$ cat config.mk
export PLATFORM = sky130hd
export DESIGN_NAME = epoch_seconds_to_civil_time_flat
export DESIGN_NICKNAME = d
export VERILOG_FILES = /design/src/sv/ecv_pkg.sv /design/src/sv/ecv_if.sv /design/src/sv/epoch_seconds_to_civil_time.sv /design/src/sv/ecv_pipe_ctl.sv /design/src/flat_wrapper.sv
export SDC_FILE = /design/constraint.sdc
export NUM_CORES = 2
export LEC_CHECK = 0
export ABC_AREA = 1
export CAP_MARGIN = 25
export CORE_MARGIN = 3
export CORE_UTILIZATION = 60
export CTS_CLUSTER_SIZE = 14
export DETAILED_ROUTE_END_ITERATION = 7
export DONT_BUFFER_PORTS = 1
export PLACE_DENSITY_LB_ADDON = 0.05
export SYNTH_ARGS = -nofsm -noshare
export SYNTH_HDL_FRONTEND = slang
export SYNTH_SLANG_ARGS = --single-unit
$ cat constraint.sdc
create_clock -name clk -period 7.7 [get_ports clk]
set_input_delay 0.77 -clock clk [delete_from_list [all_inputs] [get_ports clk]]
set_output_delay 0.77 -clock clk [all_outputs]
set_load 0.005 [all_outputs]
$ cat src/sv/ecv_pkg.sv
`timescale 1ns / 1ps

package ecv_pkg;

  localparam int ECV_STAGES = 10;

  typedef struct packed {
    logic [ECV_STAGES-1:0] en;
    logic [ECV_STAGES-1:0] vld;
  } pipe_ctl_t;

  localparam logic signed [11:0] OFFSET_MAX = 12'sd1439;
  localparam logic signed [11:0] OFFSET_MIN = -12'sd1439;

  // 200000 days of seconds, keeps the biased local time positive
  localparam logic [35:0] DAY_BIAS_SEC = 36'd17280000000;

  localparam logic [29:0] M675  = 30'd814453057;
  localparam logic [36:0] M1460 = 37'd367720;
  localparam logic [36:0] M365  = 37'd367720;
  localparam logic [34:0] M3600 = 35'd149131;
  localparam logic [24:0] M60   = 25'd4370;

  localparam logic [19:0] DQ_LO      = 20'd160000;
  localparam logic [19:0] DQ_HI      = 20'd260000;
  localparam logic [19:0] Z_SHIFT    = 20'd519468;
  localparam logic [19:0] ERA4_START = 20'd584388;
  localparam logic [19:0] ERA5_START = 20'd730485;

  localparam logic [11:0] YEAR_MIN = 12'd1900;
  localparam logic [11:0] YEAR_MAX = 12'd2099;

  localparam logic [8:0] MON_START [12] = '{
    9'd0, 9'd31, 9'd61, 9'd92, 9'd122, 9'd153,
    9'd184, 9'd214, 9'd245, 9'd275, 9'd306, 9'd337
  };

endpackage

$ cat src/sv/ecv_if.sv
`timescale 1ns / 1ps

interface ecv_in_if;
  logic               valid;
  logic               ready;
  logic signed [63:0] ts_sec;

  modport source (output valid, output ts_sec, input ready);
  modport sink (input valid, input ts_sec, output ready);
endinterface

interface ecv_out_if;
  logic        valid;
  logic        ready;
  logic        status;
  logic [11:0] year;
  logic [3:0]  month;
  logic [4:0]  day;
  logic [4:0]  hour;
  logic [5:0]  minute;
  logic [5:0]  second;
  logic [2:0]  weekday;

  modport source (output valid, output status, output year, output month, output day,
                  output hour, output minute, output second, output weekday,
                  input ready);
  modport sink (input valid, input status, input year, input month, input day,
                input hour, input minute, input second, input weekday,
                output ready);
endinterface

$ cat src/sv/epoch_seconds_to_civil_time.sv
`timescale 1ns / 1ps
// channel   dir  handshake          payload
// in_ch     in   valid / ready      ts_sec [63:0] signed
// out_ch    out  valid / ready      status, year, month, day, hour, minute, second, weekday
// cfg       in   cfg_we             cfg_wdata [11:0] signed, local offset in minutes
//
// one beat per cycle in and out while out_ch is not stalled; ten register stages from accept to out_ch.valid
// the depth is set by the constant reciprocal multiplies and the corrections after them
// synchronous active-low reset empties the pipeline and sets the offset to zero
// a stalled out_ch holds its beat; empty stages still take new beats behind it

module epoch_seconds_to_civil_time (
  input  logic              clk,
  input  logic              rst_n,
  ecv_in_if.sink            in_ch,
  ecv_out_if.source         out_ch,
  input  logic              cfg_we,
  input  logic signed [11:0] cfg_wdata
);
  import ecv_pkg::*;

  pipe_ctl_t ctl;
  logic      in_rdy;

  ecv_pipe_ctl u_ctl (
    .clk       (clk),
    .rst_n     (rst_n),
    .in_valid  (in_ch.valid),
    .out_ready (out_ch.ready),
    .in_ready  (in_rdy),
    .ctl       (ctl)
  );

  // offset register, kept as biased seconds
  logic signed [11:0] cfg_sat;
  logic signed [17:0] off_sec;
  logic [35:0]        off_bias_r;
  logic [35:0]        off_bias_nxt;

  always_comb begin
    if (cfg_wdata > OFFSET_MAX) begin
      cfg_sat = OFFSET_MAX;
    end else if (cfg_wdata < OFFSET_MIN) begin
      cfg_sat = OFFSET_MIN;
    end else begin
      cfg_sat = cfg_wdata;
    end
    off_sec      = $signed({{6{cfg_sat[11]}}, cfg_sat}) * $signed(18'sd60);
    off_bias_nxt = DAY_BIAS_SEC + {{18{off_sec[17]}}, off_sec};
  end

  always_ff @(posedge clk) begin
    if (!rst_n) begin
      off_bias_r <= DAY_BIAS_SEC;
    end else if (cfg_we) begin
      off_bias_r <= off_bias_nxt;
    end
  end

  // stage 1: range check and biased local seconds
  logic [35:0] s1_w_nxt;
  logic        s1_oor_nxt;
  logic [35:0] s1_w_r;
  logic        s1_oor_r;

  always_comb begin
    s1_w_nxt   = {in_ch.ts_sec[34], in_ch.ts_sec[34:0]} + off_bias_r;
    s1_oor_nxt = !((&in_ch.ts_sec[63:34]) || !(|in_ch.ts_sec[63:34]));
  end

  // stage 2: day estimate
  logic [58:0] s2_prod;
  logic [19:0] s2_est_r;
  logic [28:0] s2_q0_r;
  logic [6:0]  s2_lo_r;
  logic        s2_oor_r;

  assign s2_prod = 59'(s1_w_r[35:7]) * 59'(M675);

  // stage 3: back-multiply
  logic [29:0] s3_p_nxt;
  logic [29:0] s3_p_r;
  logic [19:0] s3_est_r;
  logic [28:0] s3_q0_r;
  logic [6:0]  s3_lo_r;
  logic        s3_oor_r;

  assign s3_p_nxt = 30'(s2_est_r) * 30'd675;

  // stage 4: correct day and second of day
  logic [28:0] s4_diff;
  logic [10:0] s4_rem;
  logic [10:0] s4_sub;
  logic        s4_fix;
  logic [19:0] s4_dq_nxt;
  logic [16:0] s4_sod_nxt;
  logic [19:0] s4_dq_r;
  logic [16:0] s4_sod_r;
  logic        s4_oor_r;

  always_comb begin
    s4_diff    = s3_q0_r - s3_p_r[28:0];
    s4_rem     = s4_diff[10:0];
    s4_sub     = s4_rem - 11'd675;
    s4_fix     = s4_rem >= 11'd675;
    s4_dq_nxt  = s3_est_r + 20'(s4_fix);
    s4_sod_nxt = {(s4_fix ? s4_sub[9:0] : s4_rem[9:0]), s3_lo_r};
  end

  // stage 5: window, era and day of era
  logic [19:0] s5_z;
  logic [19:0] s5_doe_full;
  logic        s5_era5_nxt;
  logic        s5_err_nxt;
  logic [17:0] s5_doe_r;
  logic        s5_era5_r;
  logic        s5_err_r;
  logic [16:0] s5_sod_r;

  always_comb begin
    s5_z        = s4_dq_r + Z_SHIFT;
    s5_era5_nxt = s5_z >= ERA5_START;
    s5_doe_full = s5_z - (s5_era5_nxt ? ERA5_START : ERA4_START);
    s5_err_nxt  = s4_oor_r || (s4_dq_r < DQ_LO) || (s4_dq_r > DQ_HI);
  end

  // stage 6: leap corrections, hour, octal digit sum for weekday
  logic [36:0] s6_pa;
  logic [34:0] s6_ph;
  logic [2:0]  s6_b_nxt;
  logic [17:0] s6_d3;
  logic [5:0]  s6_osum_nxt;
  logic [6:0]  s6_a_r;
  logic [2:0]  s6_b_r;
  logic        s6_c_r;
  logic [17:0] s6_doe_r;
  logic        s6_era5_r;
  logic        s6_err_r;
  logic [16:0] s6_sod_r;
  logic [4:0]  s6_hour_r;
  logic [5:0]  s6_osum_r;

  always_comb begin
    s6_pa    = 37'(s5_doe_r) * M1460;
    s6_ph    = 35'(s5_sod_r) * M3600;
    s6_b_nxt = 3'(s5_doe_r >= 18'd36524) + 3'(s5_doe_r >= 18'd73048)
             + 3'(s5_doe_r >= 18'd109572) + 3'(s5_doe_r >= 18'd146096);
    s6_d3       = s5_doe_r + 18'd3;
    s6_osum_nxt = '0;
    for (int i = 0; i < 6; i++) begin
      s6_osum_nxt = s6_osum_nxt + 6'(s6_d3[3*i +: 3]);
    end
  end

  // stage 7: year numerator, minute remainder, weekday fold
  logic [17:0] s7_n_nxt;
  logic [16:0] s7_hm;
  logic [16:0] s7_remw;
  logic [3:0]  s7_f;
  logic [2:0]  s7_wd_nxt;
  logic [17:0] s7_n_r;
  logic [17:0] s7_doe_r;
  logic        s7_era5_r;
  logic        s7_err_r;
  logic [11:0] s7_rem_r;
  logic [4:0]  s7_hour_r;
  logic [2:0]  s7_wd_r;

  always_comb begin
    s7_n_nxt = s6_doe_r - 18'(s6_a_r) + 18'(s6_b_r) - 18'(s6_c_r);
    s7_hm    = 17'(s6_hour_r) * 17'd3600;
    s7_remw  = s6_sod_r - s7_hm;
    s7_f     = 4'(s6_osum_r[5:3]) + 4'(s6_osum_r[2:0]);
    if (s7_f >= 4'd14) begin
      s7_wd_nxt = 3'(s7_f - 4'd14);
    end else if (s7_f >= 4'd7) begin
      s7_wd_nxt = 3'(s7_f - 4'd7);
    end else begin
      s7_wd_nxt = s7_f[2:0];
    end
  end

  // stage 8: year of era, minute
  logic [36:0] s8_pn;
  logic [24:0] s8_pm;
  logic [8:0]  s8_yoe_r;
  logic [17:0] s8_doe_r;
  logic        s8_era5_r;
  logic        s8_err_r;
  logic [11:0] s8_rem_r;
  logic [5:0]  s8_min_r;
  logic [4:0]  s8_hour_r;
  logic [2:0]  s8_wd_r;

  always_comb begin
    s8_pn = 37'(s7_n_r) * M365;
    s8_pm = 25'(s7_rem_r) * M60;
  end

  // stage 9: day of year, second
  logic [1:0]  s9_yc;
  logic [17:0] s9_ty;
  logic [17:0] s9_doyw;
  logic [11:0] s9_sm;
  logic [11:0] s9_secw;
  logic [8:0]  s9_doy_r;
  logic [8:0]  s9_yoe_r;
  logic        s9_era5_r;
  logic        s9_err_r;
  logic [5:0]  s9_min_r;
  logic [5:0]  s9_sec_r;
  logic [4:0]  s9_hour_r;
  logic [2:0]  s9_wd_r;

  always_comb begin
    s9_yc   = 2'(s8_yoe_r >= 9'd100) + 2'(s8_yoe_r >= 9'd200) + 2'(s8_yoe_r >= 9'd300);
    s9_ty   = 18'(s8_yoe_r) * 18'd365 + 18'(s8_yoe_r[8:2]) - 18'(s9_yc);
    s9_doyw = s8_doe_r - s9_ty;
    s9_sm   = 12'(s8_min_r) * 12'd60;
    s9_secw = s8_rem_r - s9_sm;
  end

  // stage 10: month, day, year, range check, output register
  logic [3:0]  s10_mp;
  logic [8:0]  s10_dayw;
  logic [3:0]  s10_month;
  logic [11:0] s10_year;
  logic        s10_err;
  logic        out_status_r;
  logic [11:0] out_year_r;
  logic [3:0]  out_month_r;
  logic [4:0]  out_day_r;
  logic [4:0]  out_hour_r;
  logic [5:0]  out_min_r;
  logic [5:0]  out_sec_r;
  logic [2:0]  out_wd_r;

  always_comb begin
    s10_mp = '0;
    for (int k = 1; k < 12; k++) begin
      if (s9_doy_r >= MON_START[k]) begin
        s10_mp = 4'(k);
      end
    end
    s10_dayw  = s9_doy_r - MON_START[s10_mp] + 9'd1;
    s10_month = (s10_mp < 4'd10) ? s10_mp + 4'd3 : s10_mp - 4'd9;
    s10_year  = 12'(s9_yoe_r) + (s9_era5_r ? 12'd2000 : 12'd1600) + 12'(s10_mp >= 4'd10);
    s10_err   = s9_err_r || (s10_year < YEAR_MIN) || (s10_year > YEAR_MAX);
  end

  always_ff @(posedge clk) begin
    if (ctl.en[0]) begin
      s1_w_r   <= s1_w_nxt;
      s1_oor_r <= s1_oor_nxt;
    end
    if (ctl.en[1]) begin
      s2_est_r <= s2_prod[58:39];
      s2_q0_r  <= s1_w_r[35:7];
      s2_lo_r  <= s1_w_r[6:0];
      s2_oor_r <= s1_oor_r;
    end
    if (ctl.en[2]) begin
      s3_p_r   <= s3_p_nxt;
      s3_est_r <= s2_est_r;
      s3_q0_r  <= s2_q0_r;
      s3_lo_r  <= s2_lo_r;
      s3_oor_r <= s2_oor_r;
    end
    if (ctl.en[3]) begin
      s4_dq_r  <= s4_dq_nxt;
      s4_sod_r <= s4_sod_nxt;
      s4_oor_r <= s3_oor_r;
    end
    if (ctl.en[4]) begin
      s5_doe_r  <= s5_doe_full[17:0];
      s5_era5_r <= s5_era5_nxt;
      s5_err_r  <= s5_err_nxt;
      s5_sod_r  <= s4_sod_r;
    end
    if (ctl.en[5]) begin
      s6_a_r    <= s6_pa[35:29];
      s6_b_r    <= s6_b_nxt;
      s6_c_r    <= s5_doe_r == 18'd146096;
      s6_doe_r  <= s5_doe_r;
      s6_era5_r <= s5_era5_r;
      s6_err_r  <= s5_err_r;
      s6_sod_r  <= s5_sod_r;
      s6_hour_r <= s6_ph[33:29];
      s6_osum_r <= s6_osum_nxt;
    end
    if (ctl.en[6]) begin
      s7_n_r    <= s7_n_nxt;
      s7_doe_r  <= s6_doe_r;
      s7_era5_r <= s6_era5_r;
      s7_err_r  <= s6_err_r;
      s7_rem_r  <= s7_remw[11:0];
      s7_hour_r <= s6_hour_r;
      s7_wd_r   <= s7_wd_nxt;
    end
    if (ctl.en[7]) begin
      s8_yoe_r  <= s8_pn[35:27];
      s8_doe_r  <= s7_doe_r;
      s8_era5_r <= s7_era5_r;
      s8_err_r  <= s7_err_r;
      s8_rem_r  <= s7_rem_r;
      s8_min_r  <= s8_pm[23:18];
      s8_hour_r <= s7_hour_r;
      s8_wd_r   <= s7_wd_r;
    end
    if (ctl.en[8]) begin
      s9_doy_r  <= s9_doyw[8:0];
      s9_yoe_r  <= s8_yoe_r;
      s9_era5_r <= s8_era5_r;
      s9_err_r  <= s8_err_r;
      s9_min_r  <= s8_min_r;
      s9_sec_r  <= s9_secw[5:0];
      s9_hour_r <= s8_hour_r;
      s9_wd_r   <= s8_wd_r;
    end
    if (ctl.en[9]) begin
      out_status_r <= s10_err;
      out_year_r   <= s10_err ? '0 : s10_year;
      out_month_r  <= s10_err ? '0 : s10_month;
      out_day_r    <= s10_err ? '0 : s10_dayw[4:0];
      out_hour_r   <= s10_err ? '0 : s9_hour_r;
      out_min_r    <= s10_err ? '0 : s9_min_r;
      out_sec_r    <= s10_err ? '0 : s9_sec_r;
      out_wd_r     <= s10_err ? '0 : s9_wd_r;
    end
  end

  assign in_ch.ready    = in_rdy;
  assign out_ch.valid   = ctl.vld[ECV_STAGES-1];
  assign out_ch.status  = out_status_r;
  assign out_ch.year    = out_year_r;
  assign out_ch.month   = out_month_r;
  assign out_ch.day     = out_day_r;
  assign out_ch.hour    = out_hour_r;
  assign out_ch.minute  = out_min_r;
  assign out_ch.second  = out_sec_r;
  assign out_ch.weekday = out_wd_r;

endmodule

$ cat src/sv/ecv_pipe_ctl.sv
`timescale 1ns / 1ps

module ecv_pipe_ctl (
  input  logic              clk,
  input  logic              rst_n,
  input  logic              in_valid,
  input  logic              out_ready,
  output logic              in_ready,
  output ecv_pkg::pipe_ctl_t ctl
);
  import ecv_pkg::*;

  logic [ECV_STAGES-1:0] vld_r;
  logic [ECV_STAGES-1:0] vld_nxt;
  logic [ECV_STAGES-1:0] rdy;

  // a stage loads when it is empty or its beat moves on
  always_comb begin
    rdy[ECV_STAGES-1] = !vld_r[ECV_STAGES-1] || out_ready;
    for (int k = ECV_STAGES - 2; k >= 0; k--) begin
      rdy[k] = !vld_r[k] || rdy[k+1];
    end
    vld_nxt = vld_r;
    if (rdy[0]) begin
      vld_nxt[0] = in_valid;
    end
    for (int k = 1; k < ECV_STAGES; k++) begin
      if (rdy[k]) begin
        vld_nxt[k] = vld_r[k-1];
      end
    end
  end

  always_ff @(posedge clk) begin
    if (!rst_n) begin
      vld_r <= '0;
    end else begin
      vld_r <= vld_nxt;
    end
  end

  assign in_ready = rdy[0];
  assign ctl.en   = rdy;
  assign ctl.vld  = vld_r;

endmodule

$ cat src/flat_wrapper.sv
// flat-port wrapper written by rule: the top's interface ports become plain ports
module epoch_seconds_to_civil_time_flat import ecv_pkg::*;
  (clk, rst_n, cfg_we, cfg_wdata, in_ch_valid, in_ch_ts_sec, in_ch_ready, out_ch_valid, out_ch_status, out_ch_year, out_ch_month, out_ch_day, out_ch_hour, out_ch_minute, out_ch_second, out_ch_weekday, out_ch_ready);
  ecv_in_if in_ch_i ();
  ecv_out_if out_ch_i ();
  input  logic clk;
  input  logic rst_n;
  input  logic cfg_we;
  input  logic signed [11:0] cfg_wdata;
  input wire logic [$bits(in_ch_i.valid)-1:0] in_ch_valid;
  input wire logic [$bits(in_ch_i.ts_sec)-1:0] in_ch_ts_sec;
  output wire logic [$bits(in_ch_i.ready)-1:0] in_ch_ready;
  output wire logic [$bits(out_ch_i.valid)-1:0] out_ch_valid;
  output wire logic [$bits(out_ch_i.status)-1:0] out_ch_status;
  output wire logic [$bits(out_ch_i.year)-1:0] out_ch_year;
  output wire logic [$bits(out_ch_i.month)-1:0] out_ch_month;
  output wire logic [$bits(out_ch_i.day)-1:0] out_ch_day;
  output wire logic [$bits(out_ch_i.hour)-1:0] out_ch_hour;
  output wire logic [$bits(out_ch_i.minute)-1:0] out_ch_minute;
  output wire logic [$bits(out_ch_i.second)-1:0] out_ch_second;
  output wire logic [$bits(out_ch_i.weekday)-1:0] out_ch_weekday;
  input wire logic [$bits(out_ch_i.ready)-1:0] out_ch_ready;
  assign in_ch_i.valid = in_ch_valid;
  assign in_ch_i.ts_sec = in_ch_ts_sec;
  assign in_ch_ready = in_ch_i.ready;
  assign out_ch_valid = out_ch_i.valid;
  assign out_ch_status = out_ch_i.status;
  assign out_ch_year = out_ch_i.year;
  assign out_ch_month = out_ch_i.month;
  assign out_ch_day = out_ch_i.day;
  assign out_ch_hour = out_ch_i.hour;
  assign out_ch_minute = out_ch_i.minute;
  assign out_ch_second = out_ch_i.second;
  assign out_ch_weekday = out_ch_i.weekday;
  assign out_ch_i.ready = out_ch_ready;
  epoch_seconds_to_civil_time u_core (.clk(clk), .rst_n(rst_n), .in_ch(in_ch_i), .out_ch(out_ch_i), .cfg_we(cfg_we), .cfg_wdata(cfg_wdata));
endmodule
Word level (Yosys, flattened, before mapping)
Memory sizes are Yosys's and may differ from the RTL's. Cells that the tools add are included.

Bitwise gates (word level): 1. Reduce and logical (&&, ||, !) cells: 29. Multipliers: 10. $lt $le $gt $ge: 31. Equal/unequal tests: 1. Add/sub/neg operators: 35. Mux-type cells: 21.

Operators with widths (number): $mul A18 B16 Y33 const B (2); $mul A29 B30 Y59 const B (1); $ge A9 B8 Y1 const B (5); $add A35 B36 Y36 const A (1); $add A36 B36 Y36 (1); $ge A18 B17 Y1 const B (2); $ge A9 B9 Y1 const B (4); $mul A17 B18 Y34 const B (1); $reduce_and A30 Y1 (1); $reduce_or A30 Y1 (1); $ge A9 B7 Y1 const B (3); $add A6 B3 Y6 (4); $gt A12 B12 Y1 const B (2); $mux W12 (2); $mul A12 B12 Y23 const B (1); $add A20 B1 Y20 (1); $add A20 B19 Y20 const B (1); $ge A20 B20 Y1 const B (1); $gt A20 B18 Y1 const B (1); $lt A20 B18 Y1 const B (1); $mul A20 B10 Y11 const B (1); $mux W4 (5); $add A18 B2 Y18 const B (1); $add A18 B3 Y18 (1); 47 further kinds (84).

Bits in read-only memories: 144. Word-level logic and storage cells: 198. Flip-flop bits (word level): 472. Memories kept: 1. Output and inout bits: 44.

Memory list: (name not given) (depth 16, bits a word 9, rd ports 1, clocked after memory_dff 0, write ports 0, RTL line epoch_seconds_to_civil_time.sv:245) `s10_dayw = s9_doy_r - MON_START[s10_mp] + 9'd1;`.

Longest topological paths before layout
Word-level depth: 18. Gate-level depth with buffers: 33.

Cells and area by module
From an unflattened synthesis, not the netlist that was laid out.

Cells, all modules: 5458. Area total of the unflattened synthesis: 54021.8 um^2.

By module, submodules not included: epoch_seconds_to_civil_time (seq. area each 13122.6 um^2, cells an instance 5413, area each 53612.7 um^2, times used 1); ecv_pipe_ctl (seq. area each 200.2 um^2, cells an instance 45, area each 409.1 um^2, times used 1).

Least setup slack after synthesis
OpenSTA, ideal clock, no wires.

Path kind: input port to output port. From: input out_ch_ready. To: output in_ch_ready. Data arrival time: 6631 ps. Cell stages on the path: 12. Path buffers: 0. Setup slack: 299 ps. Cell sequence: nor2_1 > inv_1 > nor2_1 > inv_1 > nor2_2 > nand2_2 > nor2_1 > nand2_1 > nor2_2 > nand2_1 > nor2_2 > nand2_1.

RTL lines: from (decl) (RTL line flat_wrapper.sv:22) `input wire logic [$bits(out_ch_i.ready)-1:0] out_ch_ready;`; to (decl) (RTL line flat_wrapper.sv:12) `output wire logic [$bits(in_ch_i.ready)-1:0] in_ch_ready;`.

Worst setup path after layout
From: register u_core.s1_w_r[16]. To: register u_core.s2_est_r[10] (data pin).

Longest elaborated chain between the ends: 1.

Ends and longest elaborated chain: from (decl) (RTL line epoch_seconds_to_civil_time.sv:63) `logic [35:0] s1_w_r;`; from (signal assigned) (RTL line epoch_seconds_to_civil_time.sv:253) `s1_w_r <= s1_w_nxt;`; $mul A29 B30 Y59 (RTL line epoch_seconds_to_civil_time.sv:78) `assign s2_prod = 59'(s1_w_r[35:7]) * 59'(M675);`; net u_core.s2_prod[49] (RTL line epoch_seconds_to_civil_time.sv:72) `logic [58:0] s2_prod;`; to (signal assigned) (RTL line epoch_seconds_to_civil_time.sv:257) `s2_est_r <= s2_prod[58:39];`; to (decl) (RTL line epoch_seconds_to_civil_time.sv:73) `logic [19:0] s2_est_r;`.

The timed path passes the listed nets, and every way through them passes these cells. A chain may end at the register's enable or synchronous reset.

==> impl_metrics.env <==
export IMPL_gp_congestion=0.957
export IMPL_async_flop_share_pct=0
export IMPL_routedWlPerCell_um=18.0
export IMPL_ys_ff_latch=453
export IMPL_root_buffer="clkbuf_16"
export IMPL_synth_fa_ha_area_share_pct=46.0
export IMPL_antenna_found_initial=4
export IMPL_yosysUniqueCellTypes=52
export IMPL_grtUsageTotal_pct=27.0
export IMPL_io_buffer_count=0
export IMPL_syn_to_final_growth_pct=6.28
export IMPL_ys_seq_area_share_pct=24.2
export IMPL_instances_no_fill=6979
export IMPL_slew_viol_final=0
export IMPL_maxCapViolCount=0
export IMPL_post_cts_buffers=0
export IMPL_synth_top_flop_cell="edfxtp_1"
export IMPL_finalSetupTns_ns=0
export IMPL_ios=125
export IMPL_clkTransAtPathRegs_ns=0.06
export IMPL_synth_top_family_by_area="adder cells"
export IMPL_timing_slew_headroom_pct=31.6
export IMPL_cts_made_buffers=54
export IMPL_row_count=110
export IMPL_end_kind="register"
export IMPL_die_h_um=309
export IMPL_fin_crit_ns=6.63
export IMPL_crit_family="adder cells"
export IMPL_start_kind="register"
export IMPL_layout_nets=7520
export IMPL_finalCritPeriodShare_pct=86.2
export IMPL_vias=37500
export IMPL_routed_wl_um=126000
export IMPL_synth_xor_area_share_pct=3.95
export IMPL_synth_mux_area_share_pct=0
export IMPL_worst_path_stages=24
export IMPL_synth_edf_count=425
export IMPL_dr_wl_met2_um=62700
export IMPL_ys_warn_count=0
export IMPL_die_area_sq_um=95300
export IMPL_crit_slowest_cell="edfxtp_1"
export IMPL_path_cells="inv_1, ha_1, inv_1, fa_1, ha_1, inv_1, fa_1, fa_1, inv_1, fa_1, inv_1, fa_1, inv_1, fa_1, ha_1, a21oi_1, a21boi_0, a21boi_0, o21ai_0, nand2_1, nand3_1, nand2_1, nand2_1, xor2_1"
export IMPL_met3_length_um=4850
export IMPL_drtIter0Drc=1984
export IMPL_initial_core_util_pct=60.8
export IMPL_cts_hold_repair_buffers=0
export IMPL_drive_above_1_share_pct=2.48
export IMPL_clkSinkCount=453
export IMPL_cts_buffer_depth=3
export IMPL_arrival_ns=7.02
export IMPL_die_w_um=309
export IMPL_via_per_inst=5.37
export IMPL_status="complete, no violations"
export IMPL_clkLatencyLatePin_ns=0.65
export IMPL_dr_pass1_iters=5
export IMPL_finalSetupViolations=0
export IMPL_dp_cells=6875
export IMPL_fin_skew_ns=0.0319
export IMPL_wl_met1_um=54200
export IMPL_final_area_sq_um=58400
export IMPL_drc=0
export IMPL_dp_hpwl_um=107000
export IMPL_path_max_fanout=10
export IMPL_synth_area_sq_um=55000
export IMPL_final_hold_viol_count=0
export IMPL_syn_instance_count=5691
export IMPL_grt_first_pass_wirelength_um=201000
export IMPL_critPathMaxStageDelay_ns=0.66
export IMPL_yosys_area_share_simple_pct=10.6
export IMPL_top_layer="met5"
export IMPL_critPathRequiredTime_ns=8.08
export IMPL_reg2regPathDepth=24
export IMPL_rsz0062_at_grt="no"
export IMPL_synth_net_count=7454
export IMPL_critical_path_class="reg -> reg"
export IMPL_path_buf_inv=6
export IMPL_htreeDepth=2
export IMPL_dp_slack_ns=0.984
export IMPL_hold_path_class="in -> reg"
export IMPL_max_clock_freq_mhz=151
export IMPL_antenna_left=0
export IMPL_whs_path_depth=1
export IMPL_coreArea_sq_um=90400
export IMPL_avgSynthCellArea_sq_um=9.66
export IMPL_cts_resized=0
export IMPL_place_area_sq_um=56500
export IMPL_synth_compound_area_share_pct=5.93
export IMPL_grt_overflow=0
export IMPL_cts_tree="built"
export IMPL_grt_start_max_net_pins=55
export IMPL_worstMarginPinSlew_ns=1.02
export IMPL_setup_slack_ns=1.07
export IMPL_grt_pass1_vias=38400
==> sequential cells by signal, summed over array words and instances (netlist names), 17 cells and up <==
register and cells:
u_core.s5_doe_r 18, u_core.s4_sod_r 17, u_core.off_bias_r 18, u_core.s5_sod_r 17, u_core.s1_w_r 36, u_core.s3_est_r 20
u_core.s7_n_r 18, u_core.s2_est_r 20, u_core.s6_doe_r 18, u_core.s4_dq_r 20
==> cells in the final DEF, fill, tap and decap left out, types with 9 or more instances in the layout <==
cell type / Yosys / final
dfxtp_1: 28 / 28
a21oi_1: 266 / 266
nor4_1: 24 / 24
ha_1: 1117 / 1117
nand3_1: 177 / 177
o21bai_1: 23 / 23
edfxtp_1: 425 / 425
xnor2_1: 80 / 80
buf_4: 1 / 21
clkbuf_16: 0 / 54
a31oi_1: 30 / 30
o21ai_0: 151 / 151
o211ai_1: 22 / 22
o31ai_1: 9 / 9
nand2_1: 679 / 676
inv_1: 1331 / 1326
o21a_1: 13 / 13
nand4_1: 57 / 57
nor2_2: 13 / 13
clkbuf_1: 6 / 10
xor2_1: 168 / 168
nor3_1: 46 / 46
nor2_1: 353 / 353
clkinv_1: 0 / 11
a21o_1: 24 / 24
fa_1: 565 / 565
==> final cells by class <==
type                       count  area [sq um]
tap                         1176          1470
timing repair buffer          23           198
antenna                        1          2.50
sequential                   453         13300
fill                        7624         32000
clock buffer                  64          1390
multi-input combinational   3892         36600
inverter                    1333          5000
clock inverter                37           472
==> path summary, 6_finish.rpt <==
kind | slack, ns | start | to
setup reg to reg | 1.07 | u_core.s1_w_r[16] | u_core.s2_est_r[10]
hold reg to reg | 0.41 | u_core.s7_doe_r[7] | u_core.s8_doe_r[7]
hold / removal | 0.23 | cfg_we | u_core.off_bias_r[19]
setup / recovery | 1.07 | u_core.s1_w_r[16] | u_core.s2_est_r[10]
==> through the flow <==
step,utilization [%],hold WS (ns)
after floorplan,-,0.400
after global placement,62.5,0.400
after detailed placement,62.5,0.405
after CTS,64.6,0.190
after global routing,64.6,0.207
final,64.6,0.234
==> cell usage after synthesis (2+ instances only) <==
cell type  count  share of area, %
dfxtp_1       28               1.0
a21oi_2        2             0.032
o211ai_1      22              0.30
clkbuf_1       6             0.041
a221oi_1       3             0.048
nand3b_1       8              0.11
nor3_2         2             0.036
edfxtp_1     425                23
o22ai_1        2             0.023
a21boi_0       8              0.11
and3_1         7             0.080
ha_1        1117                25
nor2_1       353               2.4
nor3_1        46              0.42
nand4_1       57              0.65
xnor2_1       80               1.3
a21oi_1      266               2.4
buf_2          2             0.018
o21ai_0      151               1.4
o21ai_1        5             0.046
buf_6          4             0.082
a211oi_1       6             0.082
nor4_1        24              0.27
nand3_2        3             0.055
o21bai_1      23              0.31
nand2_1      679               4.6
o2111ai_1      5             0.080
o21a_1        13              0.18
fa_1         565                21
o31ai_1        9              0.12
nor2_2        13              0.15
inv_1       1331               9.1
nand2_2        4             0.046
and2_1         4             0.046
a31oi_1       30              0.34
xor2_1       168               2.7
nand3_1      177               1.6
inv_2          2             0.014
or2_2          5             0.057
a21o_1        24              0.33
==> metal layers <==
metal	GRT usage, %	vias to the layer above
li1	-	18500
met1	34.6	18100
met2	48.1	674
met3	3.46	196
met4	7.78	2
met5	0	-
==> logic make-up after synthesis <==
group	after synthesis
compound gates	577
xor+xnor	248
fa+ha+maj	1682
buf+inv	1346
flops	453
simple gates	1385
Power is left out: the tool's default activity adds up to more than one toggle a clock period on the data nets, which glitch-free logic cannot reach.
